===== config.mk =====
export PLATFORM = sky130hd
export DESIGN_NAME = kfd_desc_fifo
export DESIGN_NICKNAME = d
export VERILOG_FILES = /design/src/rtl/kfd_pkg.sv /design/src/rtl/kfd_desc_fifo.sv
export SDC_FILE = /design/constraint.sdc
export NUM_CORES = 1
export LEC_CHECK = 0
export BUFFER_PORTS_ARGS = -buffer_cell sky130_fd_sc_hd__buf_2
export CORE_UTILIZATION = 49
export DETAILED_ROUTE_END_ITERATION = 12
export PLACE_DENSITY = 0.76
export REMOVE_ABC_BUFFERS = 1
export SETUP_SLACK_MARGIN = 0.02
export SLEW_MARGIN = 20
export SYNTH_ARGS = -nofsm -noshare
export SYNTH_HDL_FRONTEND = slang
export SYNTH_SLANG_ARGS = --single-unit

===== constraint.sdc =====
create_clock -name clk -period 1.6 [get_ports clk]
set_clock_uncertainty 0.2 [all_clocks]
set_input_delay 0.24 -clock clk [delete_from_list [all_inputs] [get_ports clk]]
set_output_delay 0.24 -clock clk [all_outputs]
set_load 0.01 [all_outputs]

===== src/rtl/kfd_pkg.sv =====
// Shared types and constants for the KISS frame deframer.
// No dependencies; every other file of the block but kfd_ram uses this package.
package kfd_pkg;

	localparam int FRAME_BYTES = 512;
	localparam int ADDR_W = $clog2(FRAME_BYTES);
	localparam int FILL_W = $clog2(FRAME_BYTES + 1);
	localparam int RAM_AW = ADDR_W + 1;
	localparam int RAM_DEPTH = 2 ** RAM_AW;

	localparam int BYTE_W = 8;
	localparam int BYTES_PER_WORD = 8;
	localparam int WORD_W = BYTE_W * BYTES_PER_WORD;
	localparam int LANE_W = $clog2(BYTES_PER_WORD);
	localparam int CNT_W = 4;
	localparam int PLEN_W = 9;
	localparam int PORT_W = 8;

	localparam logic [BYTE_W-1:0] FEND_CODE = 8'hC0;
	localparam logic [BYTE_W-1:0] FESC_CODE = 8'hDB;
	localparam logic [BYTE_W-1:0] TFEND_CODE = 8'hDC;
	localparam logic [BYTE_W-1:0] TFESC_CODE = 8'hDD;
	localparam logic [3:0] CMD_NIBBLE_MASK = 4'hF;
	localparam logic [3:0] CMD_DATA = 4'h0;

	// Closed frame handed from the receive side to the drain side.
	typedef struct packed {
		logic bank;
		logic [ADDR_W-1:0] plen;
	} desc_t;

	// Store bank handed back once the drain side has read it out.
	typedef struct packed {
		logic valid;
		logic bank;
	} release_t;

	typedef enum logic [1:0] {
		BK_IDLE,
		BK_FETCH,
		BK_WAIT,
		BK_LOAD
	} back_state_t;

endpackage


===== src/rtl/kfd_desc_fifo.sv =====
// Two-entry queue of closed-frame descriptors between receive and drain sides.
// Depends on kfd_pkg.
module kfd_desc_fifo (
	input  logic            clk,
	input  logic            arst_n,
	input  logic            push,
	input  kfd_pkg::desc_t  wdata,
	input  logic            pop,
	output kfd_pkg::desc_t  rdata,
	output logic            empty
);
	import kfd_pkg::*;

	desc_t entry_q [2];
	logic wr_ptr_q;
	logic rd_ptr_q;
	logic [1:0] count_q;

	assign rdata = entry_q[rd_ptr_q];
	assign empty = (count_q == 2'd0);

	always_ff @(posedge clk) begin
		if (push) begin
			entry_q[wr_ptr_q] <= wdata;
		end
	end

	always_ff @(posedge clk or negedge arst_n) begin
		if (!arst_n) begin
			wr_ptr_q <= 1'b0;
			rd_ptr_q <= 1'b0;
			count_q <= 2'd0;
		end else begin
			if (push) begin
				wr_ptr_q <= ~wr_ptr_q;
			end
			if (pop) begin
				rd_ptr_q <= ~rd_ptr_q;
			end
			case ({push, pop})
				2'b10: count_q <= count_q + 2'd1;
				2'b01: count_q <= count_q - 2'd1;
				default: count_q <= count_q;
			endcase
		end
	end
endmodule


==> impl_results.md <==
- Metal3 WL: about 46 um
- Synthesized flop and latch total: 24
- Most common cell after layout, fill and taps aside: edfxtp_1
- Core Rows: 15
- Post-synthesis sequential area ratio: 77.99%
- Max VDD drop: 1.030 mV
- Max cap viols: 0
- Top Metal Used: met4
- Initial Util: approximately 52%
- TritonCTS Buffers: 3
- CTS root buf: clkbuf_4
- Inst Count DP: 97
- Critical path endpoint category: output port
- Crit path DAT: 1.32 ns
- Setup Crit Path Kind: reg -> out
- Gr usage total: roughly 16%
- Hold crit path type: in -> async
- WP data required: roughly 1.2 ns
- Status: complete, but fails checks
- Total clock sinks: 24
- Overall Power: between 1500 and 2000 uW
- Post-synthesis cell area: 898.4 um2
- Post-synthesis cell type count: 10
- Worst-path clk slew: 0.11 ns
- Mapped Cells: 46
- Static leakage: 0.0005404 uW
- H-tree depth: 1
- Metal-1 WL: 581 um
- Synth Warn #: 0
- Achievable clock frequency: 0.5681 GHz
- Final Slew Violations: 0
- Routed vias/inst: about 4.7
- Crit path launch type: flop
- DRT iter0 DRCs: 8
- IO Count: 25
- Clock latency on the worst-skew pair: 0.30 ns
- DRT antenna net count: 0
- Antenna cells: 0
- Residual DRC: 0
- Vias in the first global route: 516
- Final worst path period share: 110.0%
- Worst slew pin tran: 0.5061 ns
- Input/output buffers: 24
- Clk buf depth: 2
- Initial antenna violation count: 0
- Via Count: 547
- Total wire length: 1.458 mm
- Largest net degree at the start of global routing: 14
- Die footprint: about 2000 um2
- Nets: about 110
- DP HPWL: approximately 920 um
- CTS tree: done
- Drt first pass iters: 4
- Gr ovfl total: 0
- Core area: approximately 1700 um2
- Final RePlAce weighted congestion: ~0.66
- Metal2 WL: 817 um
- Power Density: 1506 nW/um2
- Final cell count without fillers: 116
- Minimum clock period: about 1.8 ns
- Die height: between 40 and 50 um
- Fillers: between 100 and 150
- Die W: 44.82 um
- Worst-path maximum fanout: 9
- First-pass GRT wire length: between 2 and 2.5 mm
- Wire per inst: 12.57 um
- Final setup fails: 10
- Final WS setup: -0.1603 ns
- RSZ-0062 raised after global routing: true
- Area grow syn2layout: 47.21%
- Most frequent cells in the layout: edfxtp_1 (20), buf_2 (14), dlygate4sd3_1 (13), buf_6 (10), mux2_2 (7)
- Violated checks: negative setup slack
- Final hold violation count: 0
- Worst rel slew slack: between 60 and 70%
- Avg Synthesized Cell Area: just under 20 um2
- Share of layout cells above drive strength 1: 46.15%
[through the flow]
stage	TNS, ns	hold slack [ns]	utilization [%]	setup slack [ns]	cell area (um2)
6_report	-1.531	0.05312	76.59	-0.1603	1323
5_1_grt	-1.933	0.06086	76.59	-0.2066	1323
4_1_cts	-1.603	0.05087	75.43	-0.1692	1303
3_5_place_dp	0	-0.1506	62.39	0.1253	1077
3_3_place_gp	0	-0.1480	62.39	0.1447	1077
2_1_floorplan	0	-0.2556	-	0.1886	890.9
[final cells by class]
type	instances	area [um2]	area share, %
inverter	1	3.754	0.2838
clock buffer	4	26.28	1.987
tap	25	31.28	2.365
timing repair buffer	42	362.8	27.44
multi-input combinational	20	197.7	14.95
sequential	24	700.7	52.98
[final timing paths]
check,startpoint,endpoint,depth (start not counted),slack [ns]
worst min-delay path,arst_n,count_q[1],2,0.05
worst min register to register,count_q[1],count_q[1],1,0.28
worst max-delay path,rd_ptr_q,rdata[4],3,-0.16
min in group clk,push,count_q[0],4,0.17
worst max register to register,wr_ptr_q,entry_q[1][5],1,0.18
max in group asynchronous,arst_n,rd_ptr_q,2,1.03
[state kept, by name, indices dropped and copies added, names as in the netlist]
register	count
entry_q	20
wr_ptr_q	1
count_q	2
rd_ptr_q	1
[critical path, cell delays in order, from the launching register on]
cell     delay, ns
dfrtp_1       0.41
buf_12        0.15
mux2_2        0.34
buf_6         0.12
[metal layers]
metal  track usage, %  vias to the layer above
li1                 -                      259
met1            18.13                      270
met2            27.65                       16
met3            2.400                        2
met4            9.091                        0
met5                0                        -
[logic make-up (layout without fill, tap and decap cells)]
logic type / Yosys count / after routing / synth area share (%)
simple gates: 4 / 4 / 1.950
xor+xnor: 5 / 5 / 4.876
buf+inv: 2 / 47 / 1.253
flops: 24 / 24 / 78.00
fa+ha+maj: 1 / 1 / 1.393
mux: 10 / 10 / 12.54
[where the power goes]
part           internal, uW  switching [uW]
clock                  97.1             156
sequential              845            68.5
combinational           504             321
[repair_timing]
item | in CTS | in global routing
hold buffers | 13 | 0
buffers inserted | 2 | 0
endpoints found under the setup margin | 10 | 10
pin swaps | 0 | 0
gates cloned | 0 | 0
hold endpoints to repair | 26 | 0
gates resized for setup | 9 | 4
[Yosys cell counts]
master    count  share of area [%]
xnor2_1       2                2.0
edfxtp_1     20                 67
nor2_1        3                1.3
mux2_2       10                 13
buf_4         1               0.84
and2_1        1               0.70
ha_1          1                1.4
inv_1         1               0.42
xor2_1        3                2.9
dfrtp_1       4                 11
No activity file was read; power rests on OpenSTA's default activity.
