### src/rtl/kfd_pkg.sv
// Shared types and constants for the KISS frame deframer.
// No dependencies; every other file of the block but kfd_ram uses this package.
package kfd_pkg;

	localparam int FRAME_BYTES = 512;
	localparam int ADDR_W = $clog2(FRAME_BYTES);
	localparam int FILL_W = $clog2(FRAME_BYTES + 1);
	localparam int RAM_AW = ADDR_W + 1;
	localparam int RAM_DEPTH = 2 ** RAM_AW;

	localparam int BYTE_W = 8;
	localparam int BYTES_PER_WORD = 8;
	localparam int WORD_W = BYTE_W * BYTES_PER_WORD;
	localparam int LANE_W = $clog2(BYTES_PER_WORD);
	localparam int CNT_W = 4;
	localparam int PLEN_W = 9;
	localparam int PORT_W = 8;

	localparam logic [BYTE_W-1:0] FEND_CODE = 8'hC0;
	localparam logic [BYTE_W-1:0] FESC_CODE = 8'hDB;
	localparam logic [BYTE_W-1:0] TFEND_CODE = 8'hDC;
	localparam logic [BYTE_W-1:0] TFESC_CODE = 8'hDD;
	localparam logic [3:0] CMD_NIBBLE_MASK = 4'hF;
	localparam logic [3:0] CMD_DATA = 4'h0;

	// Closed frame handed from the receive side to the drain side.
	typedef struct packed {
		logic bank;
		logic [ADDR_W-1:0] plen;
	} desc_t;

	// Store bank handed back once the drain side has read it out.
	typedef struct packed {
		logic valid;
		logic bank;
	} release_t;

	typedef enum logic [1:0] {
		BK_IDLE,
		BK_FETCH,
		BK_WAIT,
		BK_LOAD
	} back_state_t;

endpackage

### src/rtl/kfd_front.sv
// Receive side: sync tracking, escape removal, frame store writes and frame
// close decisions. Depends on kfd_pkg.
module kfd_front (
	input  logic                       clk,
	input  logic                       arst_n,
	input  logic                       in_valid,
	input  logic [kfd_pkg::BYTE_W-1:0] in_byte,
	output logic                       in_ready,
	output logic                       wr_en,
	output logic [kfd_pkg::RAM_AW-1:0] wr_addr,
	output logic [kfd_pkg::BYTE_W-1:0] wr_data,
	output logic                       push,
	output kfd_pkg::desc_t             push_desc,
	input  kfd_pkg::release_t          rel
);
	import kfd_pkg::*;

	logic in_sync_q;
	logic esc_q;
	logic [FILL_W-1:0] fill_q;
	logic cmd_ok_q;
	logic bank_q;
	logic [1:0] busy_q;

	logic accept;
	logic is_fend;
	logic store_req;
	logic room;
	logic frame_ok;
	logic [BYTE_W-1:0] dec_byte;

	assign in_ready = !busy_q[bank_q];
	assign accept = in_valid && in_ready;
	assign is_fend = (in_byte == FEND_CODE);

	always_comb begin
		dec_byte = in_byte;
		if (esc_q) begin
			if (in_byte == TFEND_CODE) begin
				dec_byte = FEND_CODE;
			end else if (in_byte == TFESC_CODE) begin
				dec_byte = FESC_CODE;
			end
		end
	end

	assign store_req = accept && !is_fend && in_sync_q && (esc_q || (in_byte != FESC_CODE));
	assign room = (fill_q < FILL_W'(FRAME_BYTES));
	assign frame_ok = in_sync_q && (fill_q > FILL_W'(1)) && cmd_ok_q;

	assign wr_en = store_req && room;
	assign wr_addr = {bank_q, fill_q[ADDR_W-1:0]};
	assign wr_data = dec_byte;

	assign push = accept && is_fend && frame_ok;
	assign push_desc.bank = bank_q;
	assign push_desc.plen = ADDR_W'(fill_q - FILL_W'(1));

	always_ff @(posedge clk or negedge arst_n) begin
		if (!arst_n) begin
			in_sync_q <= 1'b0;
			esc_q <= 1'b0;
			fill_q <= '0;
			cmd_ok_q <= 1'b0;
			bank_q <= 1'b0;
		end else if (accept) begin
			if (is_fend) begin
				in_sync_q <= 1'b1;
				esc_q <= 1'b0;
				fill_q <= '0;
				if (push) begin
					bank_q <= ~bank_q;
				end
			end else if (in_sync_q) begin
				if (!esc_q && in_byte == FESC_CODE) begin
					esc_q <= 1'b1;
				end else begin
					esc_q <= 1'b0;
					if (room) begin
						fill_q <= fill_q + FILL_W'(1);
						if (fill_q == '0) begin
							cmd_ok_q <= ((dec_byte[3:0] & CMD_NIBBLE_MASK) == CMD_DATA);
						end
					end else begin
						// overflow: drop the frame and wait for the next FEND
						in_sync_q <= 1'b0;
						fill_q <= '0;
					end
				end
			end
		end
	end

	// a bank stays busy from frame close until the drain side has read it
	always_ff @(posedge clk or negedge arst_n) begin
		if (!arst_n) begin
			busy_q <= 2'b00;
		end else begin
			for (int b = 0; b < 2; b++) begin
				if (push && bank_q == b[0]) begin
					busy_q[b] <= 1'b1;
				end else if (rel.valid && rel.bank == b[0]) begin
					busy_q[b] <= 1'b0;
				end
			end
		end
	end
endmodule

### config.mk
export PLATFORM = sky130hd
export DESIGN_NAME = kfd_front
export DESIGN_NICKNAME = d
export VERILOG_FILES = /design/src/rtl/kfd_pkg.sv /design/src/rtl/kfd_front.sv
export SDC_FILE = /design/constraint.sdc
export NUM_CORES = 1
export LEC_CHECK = 0
export ABC_AREA = 0
export BUFFER_PORTS_ARGS = -buffer_cell sky130_fd_sc_hd__buf_2
export CAP_MARGIN = 20
export CORE_MARGIN = 3
export CORE_UTILIZATION = 45
export DETAILED_ROUTE_END_ITERATION = 7
export PLACE_DENSITY = 0.81
export SYNTH_ARGS = -nofsm -noshare
export SYNTH_HDL_FRONTEND = slang
export SYNTH_SLANG_ARGS = --single-unit
### constraint.sdc
create_clock -name clk -period 1.8 [get_ports clk]
set_input_delay 0.27 -clock clk [delete_from_list [all_inputs] [get_ports clk]]
set_output_delay 0.27 -clock clk [all_outputs]
set_load 0.01 [all_outputs]
==> summary.md <==
| Metric | Value |
|---|---|
| Outcome | finished with violations |
| Failing checks | setup timing |
| Number of flops mapped to enable cells by yosys | 0 |
| WP data arrival | 1800 ps |
| Io pins | 44 |
| Port bufs | 43 |
| Max-slew violations | 0 |
| Root Driver | clkbuf_4 |
| Final instance area | 0.00198 mm2 |
| Reg clk slew, reported paths | 100 ps |
| Synthesized instance count | 154 |
| Worst Hold Slack | 283 ps |
| Syn avg cell area | 9.09 um2 |
| TritonCTS clock tree | done |
| Syn nets | 170 |
| Gr usage total | 22.4% |
| Post-route setup slack | -267 ps |
| Fill cells | 206 |
| Finished Layout Cells | 245 |
| Row cnt | 19 |
| Area Overhead vs Synth | 41.5% |
| CTS max path bufs | 2 |
| Dpl hpwl | 2.71 mm |
| Crit start category | flop |
| Placer Congestion | 0.837 |
| Global-route wire length before repair | 6.40 mm |
| Slew HR | 67.5% |
| Crit-path slowest cell | or4_4 |
| Async SR Flop Fraction | 100% |
| Sequence of cells on the critical path | or4_4 > nor4_4 > xor2_1 > buf_2 |
| Fin crit period | 2070 ps |
| CTS Buf Count | 3 |
| Core Region | 0.00285 mm2 |
| Drt first pass iters | 4 |
| Die X | 61.8 um |
| Grt ovf | 0 |
| Max Clock Freq | 0.484 GHz |
| Endpoints failing setup | 8 |
| Final WL | 4.11 mm |
| Synth Flop Type | dfrtp_1 |
| CP max FO | 2 |
| PwrDens | 748 mW/mm2 |
| Synth Warn # | 0 |
| Layout cells sized above 1 | 55.6% |
| Die height | 61.8 um |
| Worst Skew | 3.32 ps |
| RSZ-0062 raised after global routing | true |
| Die area | 0.00382 mm2 |
| Antenna violations before repair | 0 |
| Drt initial violations | 56 |
| Sequential share of the synthesized area | 28.6% |
| Crit share post-route | 115% |
| H-tree lvl count | 1 |
| Pleak | 0.897 nW |
| Routed len/inst | 16.8 um |
| Clock sinks | 16 |
| ANT nets after route | 0 |
| Drc violations | 0 |
| Count of cell types in the netlist | 52 |
| Clk_lat worst skew | 290 ps |
| Nets | 231 |
| Mapped cell area | 0.00140 mm2 |
| Slowest Stage Delay on Critical Path | 560 ps |
| Number of hold violations in the final report | 0 |
| Dpl cells | 224 |
| Area after DPL | 0.00166 mm2 |
| Critical Path RT | 1530 ps |
| Crit Path Category | flop to output port |
| Total power | 1.48 mW |
| Worst-margin pin slew | 488 ps |
| Final core occ | 69.4% |
| HP Class | input port to flop |
| Crit. End Element | output port |
| Synth Register Bits | 16 |
| Inserted Diodes | 0 |
| Maximum VDD drop | 0.263 mV |
| Vias after detailed routing | 1,471 |
| Routed vias/inst | 6.00 |
| MaxCap Viol Count | 0 |
| Number of global-route vias before repair | 1,398 |
| Initial core utilization | 49.1% |
| Largest net degree at the start of global routing | 17 |
## cell usage in the layout (no fill, tap or decap), types with 2 or more instances in the layout
| cell type | netlist | routed |
|---|---|---|
| buf_4 | 11 | 27 |
| o41ai_2 | 1 | 2 |
| a22o_1 | 3 | 3 |
| inv_1 | 7 | 5 |
| clkbuf_4 | 0 | 3 |
| nand3_1 | 8 | 7 |
| o211ai_1 | 7 | 7 |
| o41a_2 | 2 | 2 |
| dfrtp_1 | 16 | 14 |
| buf_6 | 1 | 10 |
| and2_1 | 2 | 2 |
| nand2_1 | 15 | 14 |
| o21ai_0 | 2 | 2 |
| o311ai_2 | 4 | 3 |
| xor2_1 | 3 | 3 |
| inv_2 | 0 | 2 |
| a31oi_1 | 4 | 4 |
| xnor2_1 | 5 | 4 |
| and3_1 | 2 | 2 |
| nand4_1 | 4 | 4 |
| ha_1 | 3 | 2 |
| nor4_4 | 0 | 3 |
| buf_2 | 2 | 42 |
| dfrtp_2 | 0 | 2 |
| nor2_1 | 10 | 10 |
## final timing paths
kind                            from            to  slack [ps]  cells after the start
min reg2reg                busy_q[0]     busy_q[0]         570                      1
min in group asynchronous     arst_n        bank_q         410                      2
min                           rel[1]     busy_q[1]         280                      3
max in group asynchronous     arst_n     fill_q[1]        1100                      2
max                        fill_q[3]  push_desc[7]        -270                      4
max reg2reg                fill_q[4]      cmd_ok_q        -220                      7
## repair_timing
item | CTS | global route
setup buffers | 13 | 3
hold buffers | 1 | 0
hold endpoints to repair | 16 | 0
endpoints found under the setup margin | 8 | 12
gates resized for setup | 15 | 16
cloned | 0 | 0
pin swaps | 7 | 8
## sequential cells by signal, indices dropped and copies added (netlist names)
register,cells
fill_q,10
busy_q,2
bank_q,1
cmd_ok_q,1
esc_q,1
in_sync_q,1
## worst max-delay path: cells and delay by family (launching register included)
kind	cells	cell delay (ps)
XOR/XNOR	1	190
flip-flops	1	430
buffers and inverters	1	160
AND/OR/NAND/NOR	2	730
## area by class of cell
type / count / area, um2 / share of cell area (%)
multi-input cells: 106 / 935 / 47.2
repair buffers: 80 / 536 / 27.0
flip-flops and latches: 16 / 403 / 20.3
well taps: 31 / 38.8 / 1.96
clock buffers: 4 / 36.3 / 1.83
inverters: 8 / 32.5 / 1.64
## cell usage after synthesis (all sizes together) (5+ instances only)
| cell type | n | area, um2 |
|---|---|---|
| nor2 | 10 | 37.5 |
| clkbuf | 9 | 33.8 |
| nand3 | 8 | 40.0 |
| buf | 15 | 108 |
| dfrtp | 16 | 400 |
| xnor2 | 5 | 43.8 |
| nand2 | 15 | 56.3 |
| o311ai | 5 | 73.8 |
| o211ai | 7 | 52.6 |
| inv | 8 | 32.5 |
## per-layer routing
layer | part of all wire, % | wire length, um | vias up | track usage (%)
met1 | 37 | 1530 | 706 | 25.9
li1 | - | - | 682 | -
met5 | 0 | 0 | - | 0
met4 | 2.7 | 111 | 0 | 9.70
met2 | 54 | 2200 | 73 | 41.1
met3 | 6.5 | 266 | 10 | 2.69
## cell families after synthesis
kind of cell | Yosys count | synth area share [%]
mux | 2 | 2.41
flops | 16 | 28.6
simple gates | 58 | 24.5
buf+inv | 32 | 12.4
fa+ha+maj | 3 | 2.68
xor+xnor | 8 | 5.00
compound gates | 35 | 24.4
## power by group
part / internal [mW] / switching (mW)
sequential: 0.397 / 0.0445
combinational: 0.381 / 0.412
clock: 0.123 / 0.123
total: 0.901 / 0.580
## metrics by stage
step	setup TNS [ps]	setup WS, ps
global route	-2010	-317
global placement	0	33.2
floorplan	0	63.4
detailed placement	-39.8	-39.8
finish	-1380	-267
CTS	-674	-173
No activity file was read; power rests on OpenSTA's default activity.
