### src/rtl/kfd_pkg.sv
// Shared types and constants for the KISS frame deframer.
// No dependencies; every other file of the block but kfd_ram uses this package.
package kfd_pkg;

	localparam int FRAME_BYTES = 512;
	localparam int ADDR_W = $clog2(FRAME_BYTES);
	localparam int FILL_W = $clog2(FRAME_BYTES + 1);
	localparam int RAM_AW = ADDR_W + 1;
	localparam int RAM_DEPTH = 2 ** RAM_AW;

	localparam int BYTE_W = 8;
	localparam int BYTES_PER_WORD = 8;
	localparam int WORD_W = BYTE_W * BYTES_PER_WORD;
	localparam int LANE_W = $clog2(BYTES_PER_WORD);
	localparam int CNT_W = 4;
	localparam int PLEN_W = 9;
	localparam int PORT_W = 8;

	localparam logic [BYTE_W-1:0] FEND_CODE = 8'hC0;
	localparam logic [BYTE_W-1:0] FESC_CODE = 8'hDB;
	localparam logic [BYTE_W-1:0] TFEND_CODE = 8'hDC;
	localparam logic [BYTE_W-1:0] TFESC_CODE = 8'hDD;
	localparam logic [3:0] CMD_NIBBLE_MASK = 4'hF;
	localparam logic [3:0] CMD_DATA = 4'h0;

	// Closed frame handed from the receive side to the drain side.
	typedef struct packed {
		logic bank;
		logic [ADDR_W-1:0] plen;
	} desc_t;

	// Store bank handed back once the drain side has read it out.
	typedef struct packed {
		logic valid;
		logic bank;
	} release_t;

	typedef enum logic [1:0] {
		BK_IDLE,
		BK_FETCH,
		BK_WAIT,
		BK_LOAD
	} back_state_t;

endpackage

### src/rtl/kfd_ifs.sv


interface kfd_word_if;
	logic valid;
	logic ready;
	logic [kfd_pkg::WORD_W-1:0] frame_word;
	logic [kfd_pkg::CNT_W-1:0] byte_count;
	logic last_word;
	logic [kfd_pkg::PLEN_W-1:0] payload_length;
	logic [kfd_pkg::PORT_W-1:0] port_out;
	modport source (output valid, output frame_word, output byte_count, output last_word,
		output payload_length, output port_out, input ready);
	modport sink (input valid, input frame_word, input byte_count, input last_word,
		input payload_length, input port_out, output ready);
endinterface


### src/rtl/kfd_back.sv
// Drain side: reads a closed frame's payload from the store one byte per cycle
// while fetching, packs 8-byte words and holds them in the output register. Depends on kfd_pkg.
module kfd_back (
	input  logic                       clk,
	input  logic                       arst_n,
	input  kfd_pkg::desc_t             desc,
	input  logic                       desc_empty,
	output logic                       pop,
	output logic                       rd_en,
	output logic [kfd_pkg::RAM_AW-1:0] rd_addr,
	input  logic [kfd_pkg::BYTE_W-1:0] rd_data,
	output kfd_pkg::release_t          rel,
	input  logic [kfd_pkg::PORT_W-1:0] port_number,
	kfd_word_if.source                 out_ch
);
	import kfd_pkg::*;

	back_state_t state_q;
	back_state_t state_d;

	logic bank_q;
	logic [ADDR_W-1:0] plen_q;
	logic [ADDR_W-1:0] pos_q;
	logic [LANE_W-1:0] lane_q;
	logic [CNT_W-1:0] cnt_q;
	logic last_q;
	logic rd_v_s1;
	logic [LANE_W-1:0] lane_s1;
	logic [BYTES_PER_WORD-1:0][BYTE_W-1:0] pack_q;

	logic out_valid_q;
	logic [WORD_W-1:0] word_q;
	logic [CNT_W-1:0] out_cnt_q;
	logic out_last_q;
	logic [PLEN_W-1:0] out_plen_q;

	logic [ADDR_W-1:0] next_pos;
	logic frame_end;
	logic word_end;
	logic out_free;
	logic load;

	assign next_pos = pos_q + ADDR_W'(1);
	assign frame_end = (next_pos == plen_q);
	assign word_end = (lane_q == LANE_W'(BYTES_PER_WORD - 1)) || frame_end;
	assign out_free = !out_valid_q || out_ch.ready;
	// payload starts after the command byte
	assign rd_addr = {bank_q, next_pos};

	always_comb begin
		state_d = state_q;
		case (state_q)
			BK_IDLE: begin
				if (!desc_empty) begin
					state_d = BK_FETCH;
				end
			end
			BK_FETCH: begin
				if (word_end) begin
					state_d = BK_WAIT;
				end
			end
			BK_WAIT: state_d = BK_LOAD;
			BK_LOAD: begin
				if (out_free) begin
					state_d = last_q ? BK_IDLE : BK_FETCH;
				end
			end
			default: state_d = BK_IDLE;
		endcase
	end

	always_comb begin
		pop = 1'b0;
		rd_en = 1'b0;
		load = 1'b0;
		case (state_q)
			BK_IDLE: pop = !desc_empty;
			BK_FETCH: rd_en = 1'b1;
			BK_LOAD: load = out_free;
			default: begin
				pop = 1'b0;
			end
		endcase
		rel.valid = rd_en && frame_end;
		rel.bank = bank_q;
	end

	always_ff @(posedge clk or negedge arst_n) begin
		if (!arst_n) begin
			state_q <= BK_IDLE;
			rd_v_s1 <= 1'b0;
			out_valid_q <= 1'b0;
		end else begin
			state_q <= state_d;
			rd_v_s1 <= rd_en;
			if (load) begin
				out_valid_q <= 1'b1;
			end else if (out_ch.ready) begin
				out_valid_q <= 1'b0;
			end
		end
	end

	always_ff @(posedge clk) begin
		if (pop) begin
			bank_q <= desc.bank;
			plen_q <= desc.plen;
			pos_q <= '0;
			lane_q <= '0;
		end
		if (rd_en) begin
			pos_q <= next_pos;
			lane_q <= lane_q + LANE_W'(1);
			if (word_end) begin
				cnt_q <= CNT_W'(lane_q) + CNT_W'(1);
				last_q <= frame_end;
			end
		end
		lane_s1 <= lane_q;
		// unused high bytes of a short word stay zero
		if (pop || load) begin
			pack_q <= '0;
		end else if (rd_v_s1) begin
			pack_q[lane_s1] <= rd_data;
		end
		if (load) begin
			word_q <= pack_q;
			out_cnt_q <= cnt_q;
			out_last_q <= last_q;
			out_plen_q <= PLEN_W'(plen_q);
		end
	end

	assign out_ch.valid = out_valid_q;
	assign out_ch.frame_word = word_q;
	assign out_ch.byte_count = out_cnt_q;
	assign out_ch.last_word = out_last_q;
	assign out_ch.payload_length = out_plen_q;
	assign out_ch.port_out = port_number;
endmodule

### src/flat_wrapper.sv
// flat-port wrapper written by rule: the top's interface ports become plain ports
module kfd_back_flat import kfd_pkg::*;
  (clk, arst_n, desc, desc_empty, pop, rd_en, rd_addr, rd_data, rel, port_number, out_ch_valid, out_ch_frame_word, out_ch_byte_count, out_ch_last_word, out_ch_payload_length, out_ch_port_out, out_ch_ready);
  kfd_word_if out_ch_i ();
  input  logic clk;
  input  logic arst_n;
  input  kfd_pkg::desc_t desc;
  input  logic desc_empty;
  output logic pop;
  output logic rd_en;
  output logic [kfd_pkg::RAM_AW-1:0] rd_addr;
  input  logic [kfd_pkg::BYTE_W-1:0] rd_data;
  output kfd_pkg::release_t rel;
  input  logic [kfd_pkg::PORT_W-1:0] port_number;
  output wire logic [$bits(out_ch_i.valid)-1:0] out_ch_valid;
  output wire logic [$bits(out_ch_i.frame_word)-1:0] out_ch_frame_word;
  output wire logic [$bits(out_ch_i.byte_count)-1:0] out_ch_byte_count;
  output wire logic [$bits(out_ch_i.last_word)-1:0] out_ch_last_word;
  output wire logic [$bits(out_ch_i.payload_length)-1:0] out_ch_payload_length;
  output wire logic [$bits(out_ch_i.port_out)-1:0] out_ch_port_out;
  input wire logic [$bits(out_ch_i.ready)-1:0] out_ch_ready;
  assign out_ch_valid = out_ch_i.valid;
  assign out_ch_frame_word = out_ch_i.frame_word;
  assign out_ch_byte_count = out_ch_i.byte_count;
  assign out_ch_last_word = out_ch_i.last_word;
  assign out_ch_payload_length = out_ch_i.payload_length;
  assign out_ch_port_out = out_ch_i.port_out;
  assign out_ch_i.ready = out_ch_ready;
  kfd_back u_core (.clk(clk), .arst_n(arst_n), .desc(desc), .desc_empty(desc_empty), .pop(pop), .rd_en(rd_en), .rd_addr(rd_addr), .rd_data(rd_data), .rel(rel), .port_number(port_number), .out_ch(out_ch_i));
endmodule
### config.mk
export PLATFORM = sky130hd
export DESIGN_NAME = kfd_back_flat
export DESIGN_NICKNAME = d
export VERILOG_FILES = /design/src/rtl/kfd_pkg.sv /design/src/rtl/kfd_ifs.sv /design/src/rtl/kfd_back.sv /design/src/flat_wrapper.sv
export SDC_FILE = /design/constraint.sdc
export NUM_CORES = 1
export LEC_CHECK = 0
export BUFFER_PORTS_ARGS = -buffer_cell sky130_fd_sc_hd__clkbuf_2
export CORE_MARGIN = 2
export CORE_UTILIZATION = 31
export DETAILED_ROUTE_END_ITERATION = 8
export GPL_TIMING_DRIVEN = 0
export HOLD_SLACK_MARGIN = 0.08
export PLACE_DENSITY = 0.49
export SLEW_MARGIN = 20
export SYNTH_ARGS = -nofsm -noshare
export SYNTH_HDL_FRONTEND = slang
export SYNTH_SLANG_ARGS = --single-unit
### constraint.sdc
create_clock -name clk -period 10.2 [get_ports clk]
set_input_delay 1.02 -clock clk [delete_from_list [all_inputs] [get_ports clk]]
set_output_delay 1.02 -clock clk [all_outputs]
set_load 0.02 [all_outputs]
==> results of run 1 <==
==> stage by stage <==
stage,cells,utilization,hold WS [ps]
after floorplan,508,-,366
after global placement,892,0.359,395
after detailed placement,893,0.360,401
after CTS,925,0.390,369
after global routing,925,0.390,367
final,925,0.390,389
==> layout by cell type, fill, tap and decap left out, drive strengths merged, types with 2 or more instances in the layout <==
master and instances:
clkbuf 143, xnor2 5, nand3 7, nor2b 3, inv 15, and3 3, o2bb2ai 2, nand4 3
xor2 7, buf 20, dfxtp 67, a21oi 65, dfrtp 4, ha 7, edfxtp 105, o21ai 2
clkinv 6, nand2b 7, nor3 4, and2 10, nand2 138, nor2 15
==> power breakdown <==
group | internal [mW] | switching (mW)
combinational | 0.246 | 0.521
clock | 0.363 | 0.284
sequential | 1.05 | 0.120
total | 1.66 | 0.926
==> Yosys cell counts, types with 2 or more instances <==
cell	count	area share
sky130_fd_sc_hd__nor3_1	4	0.0032
sky130_fd_sc_hd__inv_1	11	0.0065
sky130_fd_sc_hd__and2_1	9	0.0089
sky130_fd_sc_hd__edfxtp_1	105	0.50
sky130_fd_sc_hd__and3_1	3	0.0030
sky130_fd_sc_hd__ha_1	7	0.014
sky130_fd_sc_hd__xnor2_1	5	0.0069
sky130_fd_sc_hd__nor2b_1	3	0.0030
sky130_fd_sc_hd__nand3_1	6	0.0048
sky130_fd_sc_hd__a21oi_1	65	0.052
sky130_fd_sc_hd__dfxtp_1	67	0.21
sky130_fd_sc_hd__nor2_1	15	0.0089
sky130_fd_sc_hd__nand2b_1	7	0.0069
sky130_fd_sc_hd__buf_1	8	0.0048
sky130_fd_sc_hd__dfrtp_1	4	0.016
sky130_fd_sc_hd__o2bb2ai_1	2	0.0028
sky130_fd_sc_hd__nand2_1	138	0.082
sky130_fd_sc_hd__buf_4	10	0.012
sky130_fd_sc_hd__nand4_1	3	0.0030
sky130_fd_sc_hd__clkbuf_1	9	0.0054
sky130_fd_sc_hd__xor2_1	7	0.0097
sky130_fd_sc_hd__o21ai_0	2	0.0016
==> flip-flops by register name, indices dropped and copies added (netlist names) <==
name and cells:
u_core.bank_q 1, u_core.pos_q 9, u_core.state_q 2, u_core.rd_v_s1 1, u_core.out_ch.payload_length 9, u_core.out_ch.byte_count 4, u_core.out_ch.last_word 1, u_core.lane_q 3
u_core.out_ch.frame_word 64, u_core.out_ch.valid 1, u_core.lane_s1 3, u_core.cnt_q 4, u_core.pack_q 64, u_core.plen_q 9, u_core.last_q 1
==> layout make-up <==
type | instances | area share
Buffer | 28 | 0.0192
Clock buffer | 20 | 0.0597
Timing Repair Buffer | 115 | 0.0763
Inverter | 11 | 0.00527
Tap cell | 270 | 0.0431
Multi-Input combinational cell | 293 | 0.194
Clock inverter | 12 | 0.0160
Sequential cell | 176 | 0.586
==> worst max-delay path by stage <==
| stage | start | end | slack, ps | cells after the start |
|---|---|---|---|---|
| after global placement | out_ch_ready | u_core.pack_q[62]$_SDFFE_PP0P_ | 4790 | 8 |
| final | u_core.pos_q[0]$_SDFFCE_PN0P_ | rel[1] | 6300 | 9 |
| after detailed placement | u_core.pos_q[0]$_SDFFCE_PN0P_ | rel[1] | 6720 | 9 |
| after global routing | u_core.pos_q[0]$_SDFFCE_PN0P_ | rel[1] | 6070 | 9 |
| after floorplan | out_ch_ready | u_core.pack_q[0]$_SDFFE_PP0P_ | 6250 | 7 |
| after CTS | u_core.pos_q[0]$_SDFFCE_PN0P_ | rel[1] | 6240 | 9 |
==> routing by layer <==
| metal | vias up | track usage |
|---|---|---|
| li1 | 2017 | - |
| met1 | 1945 | 0.171 |
| met2 | 124 | 0.212 |
| met3 | 22 | 0.0416 |
| met4 | 0 | 0.0398 |
| met5 | - | 0 |
==> cells by family (layout without fill, tap and decap cells) <==
family | Yosys count | count (layout)
and+or+nand+nor | 194 | 194
DFF | 176 | 176
AOI/OAI and AO/OA | 77 | 77
buffers and inverters | 39 | 186
xor gates and xnor gates | 14 | 14
adders and majority gates | 7 | 7
muxes | 1 | 1
==> results by stage, run 1 <==
Floorplanning:
- The die covers 21500 um2.
- The y dimension of the die is 147 um.
- In this run the core area contains 52 standard-cell rows.
- The count of pins on the block boundary is 131.
- The initial core utilization is 0.314.
- The die span in x is 147 um.
- The placeable core area is 20100 um2.

Worst setup path:
- Traced cell by cell, the critical path runs through ha_1, xor2_1, xnor2_1, nand4_1, a2111oi_1, and3_1, buf_6, and2_2, clkbuf_2.
- The classification of the worst setup path is flip-flop to output pin.
- The endpoint identified for the worst register-to-register timing path is u_core.cnt_q[0]$_DFFE_PP_.
- In this run the critical register-to-register path is launched from u_core.pos_q[0]$_SDFFCE_PN0P_.
- The number of buffer and inverter stages on the critical path is 2.
- The worst setup slack for register-to-register paths is 7310 ps.
- Among all stages on the critical path, the largest delay is contributed by sky130_fd_sc_hd__edfxtp_1.
- STA classifies the critical path endpoint as an output pin.
- The cell class contributing the biggest share of worst-path delay is flip-flops.
- The worst setup path is launched from a flip-flop.
- The worst reg2reg path depth is 9.
- At the worst endpoint, the required time is 9180 ps.
- On the worst path, the slowest cell contributes a delay of 500 ps.
- At the worst endpoint, the arrival time is 2880 ps.
- Along the worst path, the maximum fanout reaches 6.

Drt:
- After the first detailed-routing iteration, the DRC count stood at 202.
- The first-pass detailed-route iteration total is 4.
- The routed design uses 765 um of met3 wire.
- For this run, design rule violations remaining after detail routing come to 0.
- Signal routing reaches up to met4.
- The routed metal-1 wirelength is 6370 um.
- Dividing the detail-routed via count by the number of cells gives 4.44.
- Wire segments on met2 add up to 6460 um in the final route.
- Across all layers, the routed design uses 4108 vias.
- The average routed wire per standard cell is 14.9 um.
- The detail route stage leaves a number of antenna-violating nets equal to 0.
- The routed design has 13800 um of wire.

Synthesis:
- By area, the combinational part of the netlist is dominated by simple AND/OR/NAND/NOR gates.
- The number of register bits inferred by synthesis is 176.
- When the netlist entered floorplanning its net count stood at 545.
- The fraction of registers with async set or reset after synthesis is 0.0227.
- Of the synthesized area, sequential elements account for 0.729.
- Of the total synthesized cell area, the portion taken by XOR and XNOR cells is 0.0246.
- The per-instance average area after synthesis is 12.4 um2.
- The post-synthesis compound-gate area fraction is 0.0690.
- The adder and majority gate portion of the synthesized area is 0.0139.
- In this run, synthesis inferred 105 flip-flops with an integrated enable.
- The dominant register cell in the synthesized netlist is sky130_fd_sc_hd__edfxtp_1.
- Of the post-synthesis cell area, the part taken by muxes is 0.00238.
- The count of different cell masters after synthesis is 40.
- Synthesis handed over a netlist of 508 instances.
- The synthesized-area fraction occupied by and/or/nand/nor cells is 0.131.
- For this run, the number of Yosys warnings is 0.
- The area of the mapped netlist is 6310 um2.

Place:
- The count of input and output buffers is 114.
- Summing all placed instances gives a cell area of 7240 um2.
- The final weighted congestion in routability-driven placement is 0.804.
- Prior to clock tree synthesis, the placed netlist has a worst setup slack of 6720 ps.
- The estimated wirelength of the detail-placed design is 9780 um.

Finish:
- The layout has 1933 filler cells.
- 0 antenna diodes ended up in the layout.
- The share of final-layout standard cells stronger than drive strength 1 is 0.250.
- The area taken by multi-input logic gates is 1520 um2.
- The post-layout net count is 679.
- The post-synthesis to final-layout area growth is 24.3%.
- The post-layout instance area is 7840 um2.
- The flip-flop and latch area is 4590 um2.

CTS:
- After clock tree synthesis, the clock-pin slew on the worst setup and hold paths is 70 ps.
- CTS saw 176 sinks.
- The clock root buffer is sky130_fd_sc_hd__clkbuf_16.
- In this run the number of H-tree levels came out at 4.
- Counting along the longest clock path gives a buffer depth of 2.
- In this run, post-CTS repair resized a total of 0 instances.
- Clock latency on the worst-skew pair, taken at its later pin, is 430 ps.
- Hold repair after CTS inserted 0 buffers.
- Post-CTS timing repair inserted 0 buffers for setup.
- The CTS tree is built.
- In this run, CTS created clock tree buffers numbering 17.

Timing:
- Clock skew on the completed layout was measured at 9.85 ps.
- The total of endpoints with negative setup slack in the final report is 0.
- The slew at the pin with the worst max-slew slack is 879 ps.
- The minimum period implied by the final worst setup slack is 3900 ps.
- The least setup slack across all paths after layout is 6300 ps.
- The highest attainable clock frequency is 256 MHz.
- The hold violation total from the final report is 0.
- The total count of max-transition violations in the final report is 0.
- Adding up every negative setup slack in the final design gives 0 ps.
- The headroom to the max-slew limit is 0.410.
- Setup repair after global routing left no endpoint under its margin.
- In the finished design, the share of the clock period the worst path needs comes to 0.382.

Job:
- The max-capacitance violation count is 0.

Global route:
- The initial antenna violation count was 0.
- The maximum number of pins on one net before global-route repair is 57.
- The total routing usage reported by global routing is 0.132.
- The via count of the first global-routing pass was 4072.
- The overflow left after global routing is 0.
- The wire length of the first global-routing pass is 21900 um.

Outcome:
- The flow ran to the end, and the final reports show no timing, DRC or antenna violations.

Hold path:
- The worst min-delay path class is primary input to async pin.

Pwr:
- The leakage component of the power is 2.98 nW.
- The worst-case IR drop observed on VDD is 284 uV.
- The power per cell area is 329 nW/um2.
- The total power consumption of the routed design is 2.58 mW.
(Power assumes the default switching activity.)
==> run 2, diff against run 1 <==
--- a/config.mk
+++ b/config.mk
@@ -11,7 +11,7 @@
 export DETAILED_ROUTE_END_ITERATION = 8
 export GPL_TIMING_DRIVEN = 0
 export HOLD_SLACK_MARGIN = 0.08
-export PLACE_DENSITY = 0.49
+export PLACE_DENSITY = 0.51
 export SLEW_MARGIN = 20
 export SYNTH_ARGS = -nofsm -noshare
 export SYNTH_HDL_FRONTEND = slang
==> constraint.sdc (replaced) <==
create_clock -name clk -period 3.4 [get_ports clk]
set_input_delay 0.34 -clock clk [delete_from_list [all_inputs] [get_ports clk]]
set_output_delay 0.34 -clock clk [all_outputs]
set_load 0.02 [all_outputs]
==> run 2 against run 1 <==
Effect of this change:
- critical endpoint unchanged
- power grew to 3.0 times the previous value
- highest routed layer unchanged
- via count is 0.58% higher
- core utilization is 0.49 points higher
- count of clock-buffer cells in the layout is 2 lower
- worst setup slack worse by 6100 ps
- sequential share of layout area is 0.72 points lower
- cell count is 0.86% higher
- worst hold slack worse by 290 ps
- clock skew hardly changed
==> results by stage, run 2 (synthesis results as in run 1) <==
Place:
- The estimated wirelength of the detail-placed design was 9650 um (-1.3%).
- The count of input and output buffers is 114 (unchanged).
- The final weighted congestion in routability-driven placement is 0.780 (-3.0%).
- The placed instance count was 893 (unchanged).
- The post-placement cell area was 7240 um2 (unchanged).

Floorplanning:
- The count of pins on the block boundary is 131 (unchanged).
- The placeable core area is 20100 um2 (unchanged).
- The initial core utilization is 0.314 (unchanged).
- The y dimension of the die came to 147 um (unchanged).
- The row count is 52 (unchanged).
- The total die area is 21500 um2 (unchanged).
- The die span in x is 147 um (unchanged).

CTS:
- The number of buffers inserted by post-CTS setup repair was 0 (unchanged).
- The number of buffers on the longest clock path was 2 (unchanged).
- The clock root buffer is sky130_fd_sc_hd__clkbuf_16.
- The clock latency at the later pin of the worst-skew pair is 420 ps (about the same).
- The clock-pin transition on the worst setup and hold timing paths is 70 ps (about the same).
- The number of H-tree levels is 4 (unchanged).
- The TritonCTS buffer count was 17 (unchanged).
- The total clock sinks is 176 (unchanged).
- TritonCTS built the clock tree.

Worst setup path:
- The longest individual stage delay on the worst path is 490 ps (about the same).
- The kind of start point of the critical path is a flip-flop.
- The worst setup slack for register-to-register paths came to 540 ps (-6770 ps).
- Traced cell by cell, the critical path runs through ha_1, xor2_2, xnor2_1, nand4_1, a2111oi_1, and3_1, buf_6, and2_2, clkbuf_2.
- The cell type of the slowest stage on the worst timing path is sky130_fd_sc_hd__edfxtp_1.
- The arrival time at the worst endpoint came to 2850 ps (-30 ps).
- The worst reg2reg path depth came to 9 (unchanged).
- In this run the critical register-to-register path is launched from u_core.pos_q[0]$_SDFFCE_PN0P_.
- The critical path capture point type is an output pin.
- The required time of the critical path is 3060 ps (-6120 ps).
- The worst setup path is of the flip-flop to output pin kind.
- The terminus of the critical flop-to-flop path is u_core.cnt_q[0]$_DFFE_PP_.
- The largest fanout on the critical path is 6 (unchanged).

Finish:
- The diode insertion count for antenna repair came to 0 (unchanged).
- The post-layout net count is 687 (+1.2%).
- The number of filler instances in the final layout is 1940 (+0.36%).
- Relative to the synthesized area, the layout overhead comes to 25.8%.
- The library cell used most frequently in the layout, excluding fill and tap cells, is sky130_fd_sc_hd__nand2_1.
- The share of final-layout standard cells stronger than drive strength 1 is 0.247 (-0.00302).
- In the layout the commonest cells are sky130_fd_sc_hd__nand2_1, sky130_fd_sc_hd__clkbuf_2, sky130_fd_sc_hd__edfxtp_1.
- The final standard cell utilization of the core is 0.395 (+0.00485).
- The number of cells in the finished layout apart from fillers is 933 (+0.86%).
- The post-layout instance area came to 7940 um2 (+1.2%).

Timing:
- The share of the cycle needed by the critical path after routing is 0.937.
- The total of endpoints with negative setup slack in the final report was 0 (unchanged).
- The clock skew after layout is 9.86 ps (+0.0153 ps).
- The hold violation total from the final report was 0 (unchanged).
- Static timing analysis puts the maximum clock frequency at 314 MHz.
- The minimum period implied by the final worst setup slack is 3190 ps.
- The total count of max-transition violations in the final report came to 0 (unchanged).
- The headroom to the max-slew limit was 0.374 (-0.0352).
- The slew at the pin with the worst max-slew slack is 931 ps (+52.4 ps).
- Setup repair after global routing left no endpoint under its margin.

Hold path:
- The worst hold path terminates at u_core.plen_q[0]$_DFFE_PP_.
- The number of stages on the worst hold path is 1.
- The startpoint identified for the worst hold timing path is desc[0].
- The worst min-delay path class is primary input to flip-flop.

Drt:
- The routed via count is 4132 (+0.58%).
- The total DRC errors in the routed layout is 0 (unchanged).
- The average routed wire per standard cell is 14.7 um (-1.9%).
- The first-pass detailed-route iteration total came to 4 (unchanged).
- The residual antenna-violating net count after detailed routing is 0 (unchanged).
- The aggregate routed wire length is 13700 um (-1.1%).
- The detailed-route vias per instance is 4.43 (-0.28%).
- The violation count after the first detailed-routing iteration is 193 (-4.5%).

Pwr:
- The total power consumption of the routed design is 7.80 mW (+200%).
- The leakage component of the power is 3.02 nW (+1.2%).
- The worst IR drop on VDD was 427 uV (+50%).
- The power per cell area came to 983 nW/um2 (+200%).

Global route:
- The via count of the first global-routing pass is 3973 (-2.4%).
- The wire length of the first global-routing pass is 21400 um (-2.5%).
- The initial antenna violation count is 0 (unchanged).
- The total routing usage reported by global routing is 0.129 (-0.00289).
- The maximum number of pins on one net before global-route repair is 60 (+5.3%).
- The overflow left after global routing was 0 (unchanged).

Job:
- The max-capacitance violation count was 0 (unchanged).

Outcome:
- The run finished with clean final reports.
-- run 2: layer usage --
metal / share of wire / global-route usage
met4: 0.018 / 0.0456
met3: 0.056 / 0.0356
met1: 0.45 / 0.162
met2: 0.48 / 0.214
met5: 0 / 0
-- run 2: area by class of cell --
cell class,count,area [um2],share of cell area
sequential,176,4590,0.579
multi-input combinational,293,1530,0.193
tap,270,338,0.0426
inverter,11,41.3,0.00520
clock inverter,14,174,0.0219
buffer,28,150,0.0189
clock buffer,18,429,0.0541
timing repair buffer,123,678,0.0855
-- run 2: worst max path at each step --
| stage | start | end | cells after the start |
|---|---|---|---|
| after floorplan | u_core.state_q[0]$_DFFE_PN0P_ | u_core.pack_q[0]$_SDFFE_PP0P_ | 6 |
| after global placement | u_core.state_q[0]$_DFFE_PN0P_ | u_core.pack_q[36]$_SDFFE_PP0P_ | 6 |
| after detailed placement | u_core.pos_q[0]$_SDFFCE_PN0P_ | u_core.cnt_q[0]$_DFFE_PP_ | 9 |
| after CTS | u_core.pos_q[0]$_SDFFCE_PN0P_ | rel[1] | 9 |
| after global routing | u_core.pos_q[0]$_SDFFCE_PN0P_ | rel[1] | 9 |
| final | u_core.pos_q[0]$_SDFFCE_PN0P_ | rel[1] | 9 |
-- run 2: worst max-delay path: cells and delay by family (launching register included) --
family                     cells  cell delay (ps)
DFF                            1              490
AOI/OAI and AO/OA              1              470
adders and majority gates      1              300
buffers and inverters          2              270
xor gates and xnor gates       2              390
and+or+nand+nor                3              510
-- run 2: timing repair --
action / in CTS / in global routing
setup endpoints to repair: 0 / 1
hold buffers: 8 / 0
hold endpoints to repair: 11 / 0
gates resized for setup: 0 / 1
-- run 2: power breakdown --
| part | total (mW) | internal, mW | switching, mW |
|---|---|---|---|
| Combinational | 2.30 | 0.746 | 1.55 |
| Clock | 2.00 | 1.17 | 0.829 |
| Sequential | 3.50 | 3.14 | 0.361 |
-- run 2: stage by stage --
stage / setup WS [ps] / hold slack [ps] / TNS [ps]
after detailed placement: 433 / 159 / 0
after floorplan: 12.4 / 44.4 / 0
after CTS: 65.7 / 86.5 / 0
after global placement: -1250 / 155 / -97520
after global routing: 87.4 / 83.7 / 0
final: 214 / 98.3 / 0
==> run 3, diff against run 2 <==
--- a/config.mk
+++ b/config.mk
@@ -11,7 +11,7 @@
 export DETAILED_ROUTE_END_ITERATION = 8
 export GPL_TIMING_DRIVEN = 0
 export HOLD_SLACK_MARGIN = 0.08
-export PLACE_DENSITY = 0.51
+export PLACE_DENSITY = 0.49
 export SLEW_MARGIN = 20
 export SYNTH_ARGS = -nofsm -noshare
 export SYNTH_HDL_FRONTEND = slang
==> constraint.sdc (replaced) <==
create_clock -name clk -period 3.1 [get_ports clk]
set_input_delay 0.62 -clock clk [delete_from_list [all_inputs] [get_ports clk]]
set_output_delay 0.62 -clock clk [all_outputs]
set_load 0.02 [all_outputs]
==> run 3 against run 2 <==
Effect of this change:
- cell count fell by 0.32%
- die area did not move
- core utilization barely moved
- worst setup slack got worse by 180 ps
- power rose by 9.5%
- critical path type unchanged
- highest routed layer unchanged
==> results by stage, run 3 (synthesis results as in run 1) <==
Global route:
- The met1 routing resource usage after global routing is 0.165 (+0.00277).
- The layer flagged by global routing as most heavily used is met2.
- The maximum number of pins on one net before global-route repair is 43 (-28%).
- The overflow left after global routing is 0 (unchanged).
- The wire length of the first global-routing pass is 21800 um (+1.8%).
- The met3 track utilization from global routing is 0.0425 (+0.00688).
- The met2 usage is 0.210 (-0.00329).
- The total routing usage reported by global routing is 0.132 (+0.00269).
- The via count of the first global-routing pass was 4152 (+4.5%).
- The initial antenna violation count is 0 (unchanged).

CTS:
- The TritonCTS buffer count is 17 (unchanged).
- The CTS tree is built.
- The clock-pin transition on the worst setup and hold timing paths was 70 ps (about the same).
- The clock latency at the later pin of the worst-skew pair was 430 ps (about the same).
- The total clock sinks is 176 (unchanged).
- The number of buffers on the longest clock path was 2 (unchanged).
- The clock root buffer is sky130_fd_sc_hd__clkbuf_16.
- The number of H-tree levels is 4 (unchanged).

Floorplanning:
- The initial core utilization is 0.314 (unchanged).
- The die span in x is 147 um (unchanged).
- The row count came to 52 (unchanged).
- The total die area is 21500 um2 (unchanged).
- The placeable core area came to 20100 um2 (unchanged).
- The y dimension of the die is 147 um (unchanged).
- The count of pins on the block boundary came to 131 (unchanged).

Timing:
- The clock skew after layout is 12.4 ps (+2.56 ps).
- In the finished design, the share of the clock period the worst path needs comes to 0.988.
- The total of endpoints with negative setup slack in the final report is 0 (unchanged).
- The least setup slack across all paths after layout is 38.5 ps (-176 ps).
- The slew at the pin with the worst max-slew slack was 882 ps (-49.7 ps).
- The headroom to the max-slew limit is 0.408 (+0.0334).
- The total count of max-transition violations in the final report is 0 (unchanged).
- The hold violation total from the final report is 0 (unchanged).
- For this run, the top clock speed supported by timing is 327 MHz.
- The minimum period implied by the final worst setup slack is 3060 ps.
- Setup repair after global routing could not meet its margin everywhere.

Pwr:
- The worst IR drop on VDD is 656 uV (+54%).
- The internal portion of total power is 5.40 mW (+6.8%).
- The part of the power in combinational logic is 0.306 (+0.011).
- The net switching share of the total power is 0.368 (+0.0163).
- The switching component of the power is 3.14 mW (+15%).
- The part of the total power dissipated in the clock network is 0.244 (-0.012).
- The power per cell area is 1080 nW/um2 (+9.4%).
- The leakage component of the power is 3.01 nW (-0.12%).
- The part of the total power dissipated in sequential elements came to 0.449 (about the same).

Drt:
- The average routed wire per standard cell was 14.9 um (+1.9%).
- The routed via count is 4087 (-1.1%).
- The detailed-route vias per instance is 4.39 (-0.77%).
- The total DRC errors in the routed layout is 0 (unchanged).
- The residual antenna-violating net count after detailed routing is 0 (unchanged).
- The aggregate routed wire length is 13900 um (+1.5%).
- The violation count after the first detailed-routing iteration is 185 (-4.1%).
- The first-pass detailed-route iteration total came to 5 (+1).

Place:
- The count of input and output buffers is 114 (unchanged).
- The estimated wirelength of the detail-placed design is 9820 um (+1.7%).
- The pre-CTS setup slack came to 19.4 ps (-414 ps).
- The placed instance count is 893 (unchanged).
- The final weighted congestion in routability-driven placement is 0.790 (+1.3%).
- The post-placement cell area was 7240 um2 (-0.10%).

Finish:
- The post-layout instance area is 7940 um2 (about the same).
- In the layout the commonest cells are sky130_fd_sc_hd__nand2_1, sky130_fd_sc_hd__clkbuf_2, sky130_fd_sc_hd__edfxtp_1.
- The final standard cell utilization of the core is 0.395 (about the same).
- The post-layout net count is 684 (-0.44%).
- The post-synthesis to final-layout area growth is 26.0% (about the same).
- The diode insertion count for antenna repair is 0 (unchanged).
- The area taken by multi-input logic gates is 1560 um2 (+2.2%).
- The share of final-layout standard cells stronger than drive strength 1 was 0.264 (+0.0163).
- The flip-flop and latch area is 4590 um2 (unchanged).
- The number of filler instances in the final layout was 1923 (-0.88%).
- The leading cell type in the layout, fill and taps excluded is sky130_fd_sc_hd__nand2_1.
- The number of cells in the finished layout apart from fillers is 930 (-0.32%).

Worst setup path:
- The largest fanout on the critical path is 2 (-4).
- The critical path capture point type is an output pin.
- The kind of start point of the critical path is a flip-flop.
- The classification of the worst setup path is flip-flop to output pin.
- Walking the worst path, the cells encountered are buf_6, ha_4, nand3_4, xor3_1, o211ai_2, a2111oi_2, and3_1, and2_4, buf_8.
- The number of buffer and inverter stages on the critical path was 2 (unchanged).
- The longest individual stage delay on the worst path is 380 ps (-110 ps).
- The cell class contributing the biggest share of worst-path delay is simple AND/OR/NAND/NOR gates.
- The cell type of the slowest stage on the worst timing path is sky130_fd_sc_hd__edfxtp_1.
- The arrival time at the worst endpoint is 2440 ps (-410 ps).
- The required time of the critical path was 2480 ps (-580 ps).

Job:
- The max-capacitance violation count is 0 (unchanged).

Outcome:
- The run finished with clean final reports.

Hold path:
- In this run the worst hold path is classified as primary input to flip-flop.
[run 3: cell types whose count changed in the layout (fill, tap and decap cells not counted), moves of 2 or more]
cell,previous run,this run
sky130_fd_sc_hd__inv_6,5,3
sky130_fd_sc_hd__dlygate4sd3_1,8,1
sky130_fd_sc_hd__clkinv_8,0,6
sky130_fd_sc_hd__buf_12,0,2
sky130_fd_sc_hd__clkinv_4,0,2
sky130_fd_sc_hd__bufinv_16,3,0
sky130_fd_sc_hd__buf_4,10,13
[run 3: area by class of cell]
| class | count | share of cell area |
|---|---|---|
| inverters | 11 | 0.00520 |
| flip-flops and latches | 176 | 0.578 |
| multi-input cells | 293 | 0.197 |
| plain buffers | 27 | 0.0175 |
| well taps | 270 | 0.0425 |
| repair buffers | 121 | 0.0836 |
| clock inverters | 15 | 0.0222 |
| clock buffers | 17 | 0.0536 |
[run 3: per-layer routing]
layer  routed length [um]  part of all wire
met5                    0                 0
met4                  220             0.016
met3                  798             0.057
met2                 6710              0.48
met1                 6160              0.44
[run 3: per-stage QoR]
stage / power, mW / hold slack [ps] / setup TNS (ps)
6_report: 8.54 / 366 / 0
3_3_place_gp: 6.34 / 395 / -26510
2_1_floorplan: 5.51 / 324 / 0
4_1_cts: 8.63 / 339 / -74.3
3_5_place_dp: 6.44 / 406 / 0
5_1_grt: 9.04 / 343 / -82.0
[run 3: power by group through the flow]
stage | clock (mW) | combinational, mW | sequential [mW]
6_report | 2.09 | 2.62 | 3.84
5_1_grt | 2.24 | 2.86 | 3.93
4_1_cts | 2.16 | 2.62 | 3.86
3_5_place_dp | 0 | 2.54 | 3.90
3_3_place_gp | 0 | 2.45 | 3.90
2_1_floorplan | 0 | 1.27 | 4.24
[run 3: worst paths after layout]
path	start	endpoint	slack (ps)	cells after the start
worst max-delay path	u_core.pos_q[0]$_SDFFCE_PN0P_	rel[1]	40	9
worst min-delay path	desc[6]	u_core.plen_q[6]$_DFFE_PP_	370	1
worst max register to register	u_core.state_q[0]$_DFFE_PN0P_	u_core.pack_q[29]$_SDFFE_PP0P_	380	7
worst min register to register	u_core.lane_q[1]$_SDFFCE_PN0P_	u_core.lane_s1[1]$_DFF_P_	420	0
max in group asynchronous	arst_n	u_core.rd_v_s1$_DFF_PN0_	2450	2
min in group asynchronous	arst_n	u_core.state_q[1]$_DFFE_PN0P_	530	2
[run 3: timing repair]
item | 4_1_cts | 5_1_grt
setup buffers | 3 | 2
hold endpoints to repair | 4 | 0
hold buffers | 1 | 0
resized for setup | 6 | 5
pin swaps | 5 | 4
endpoints found under the setup margin | 1 | 1
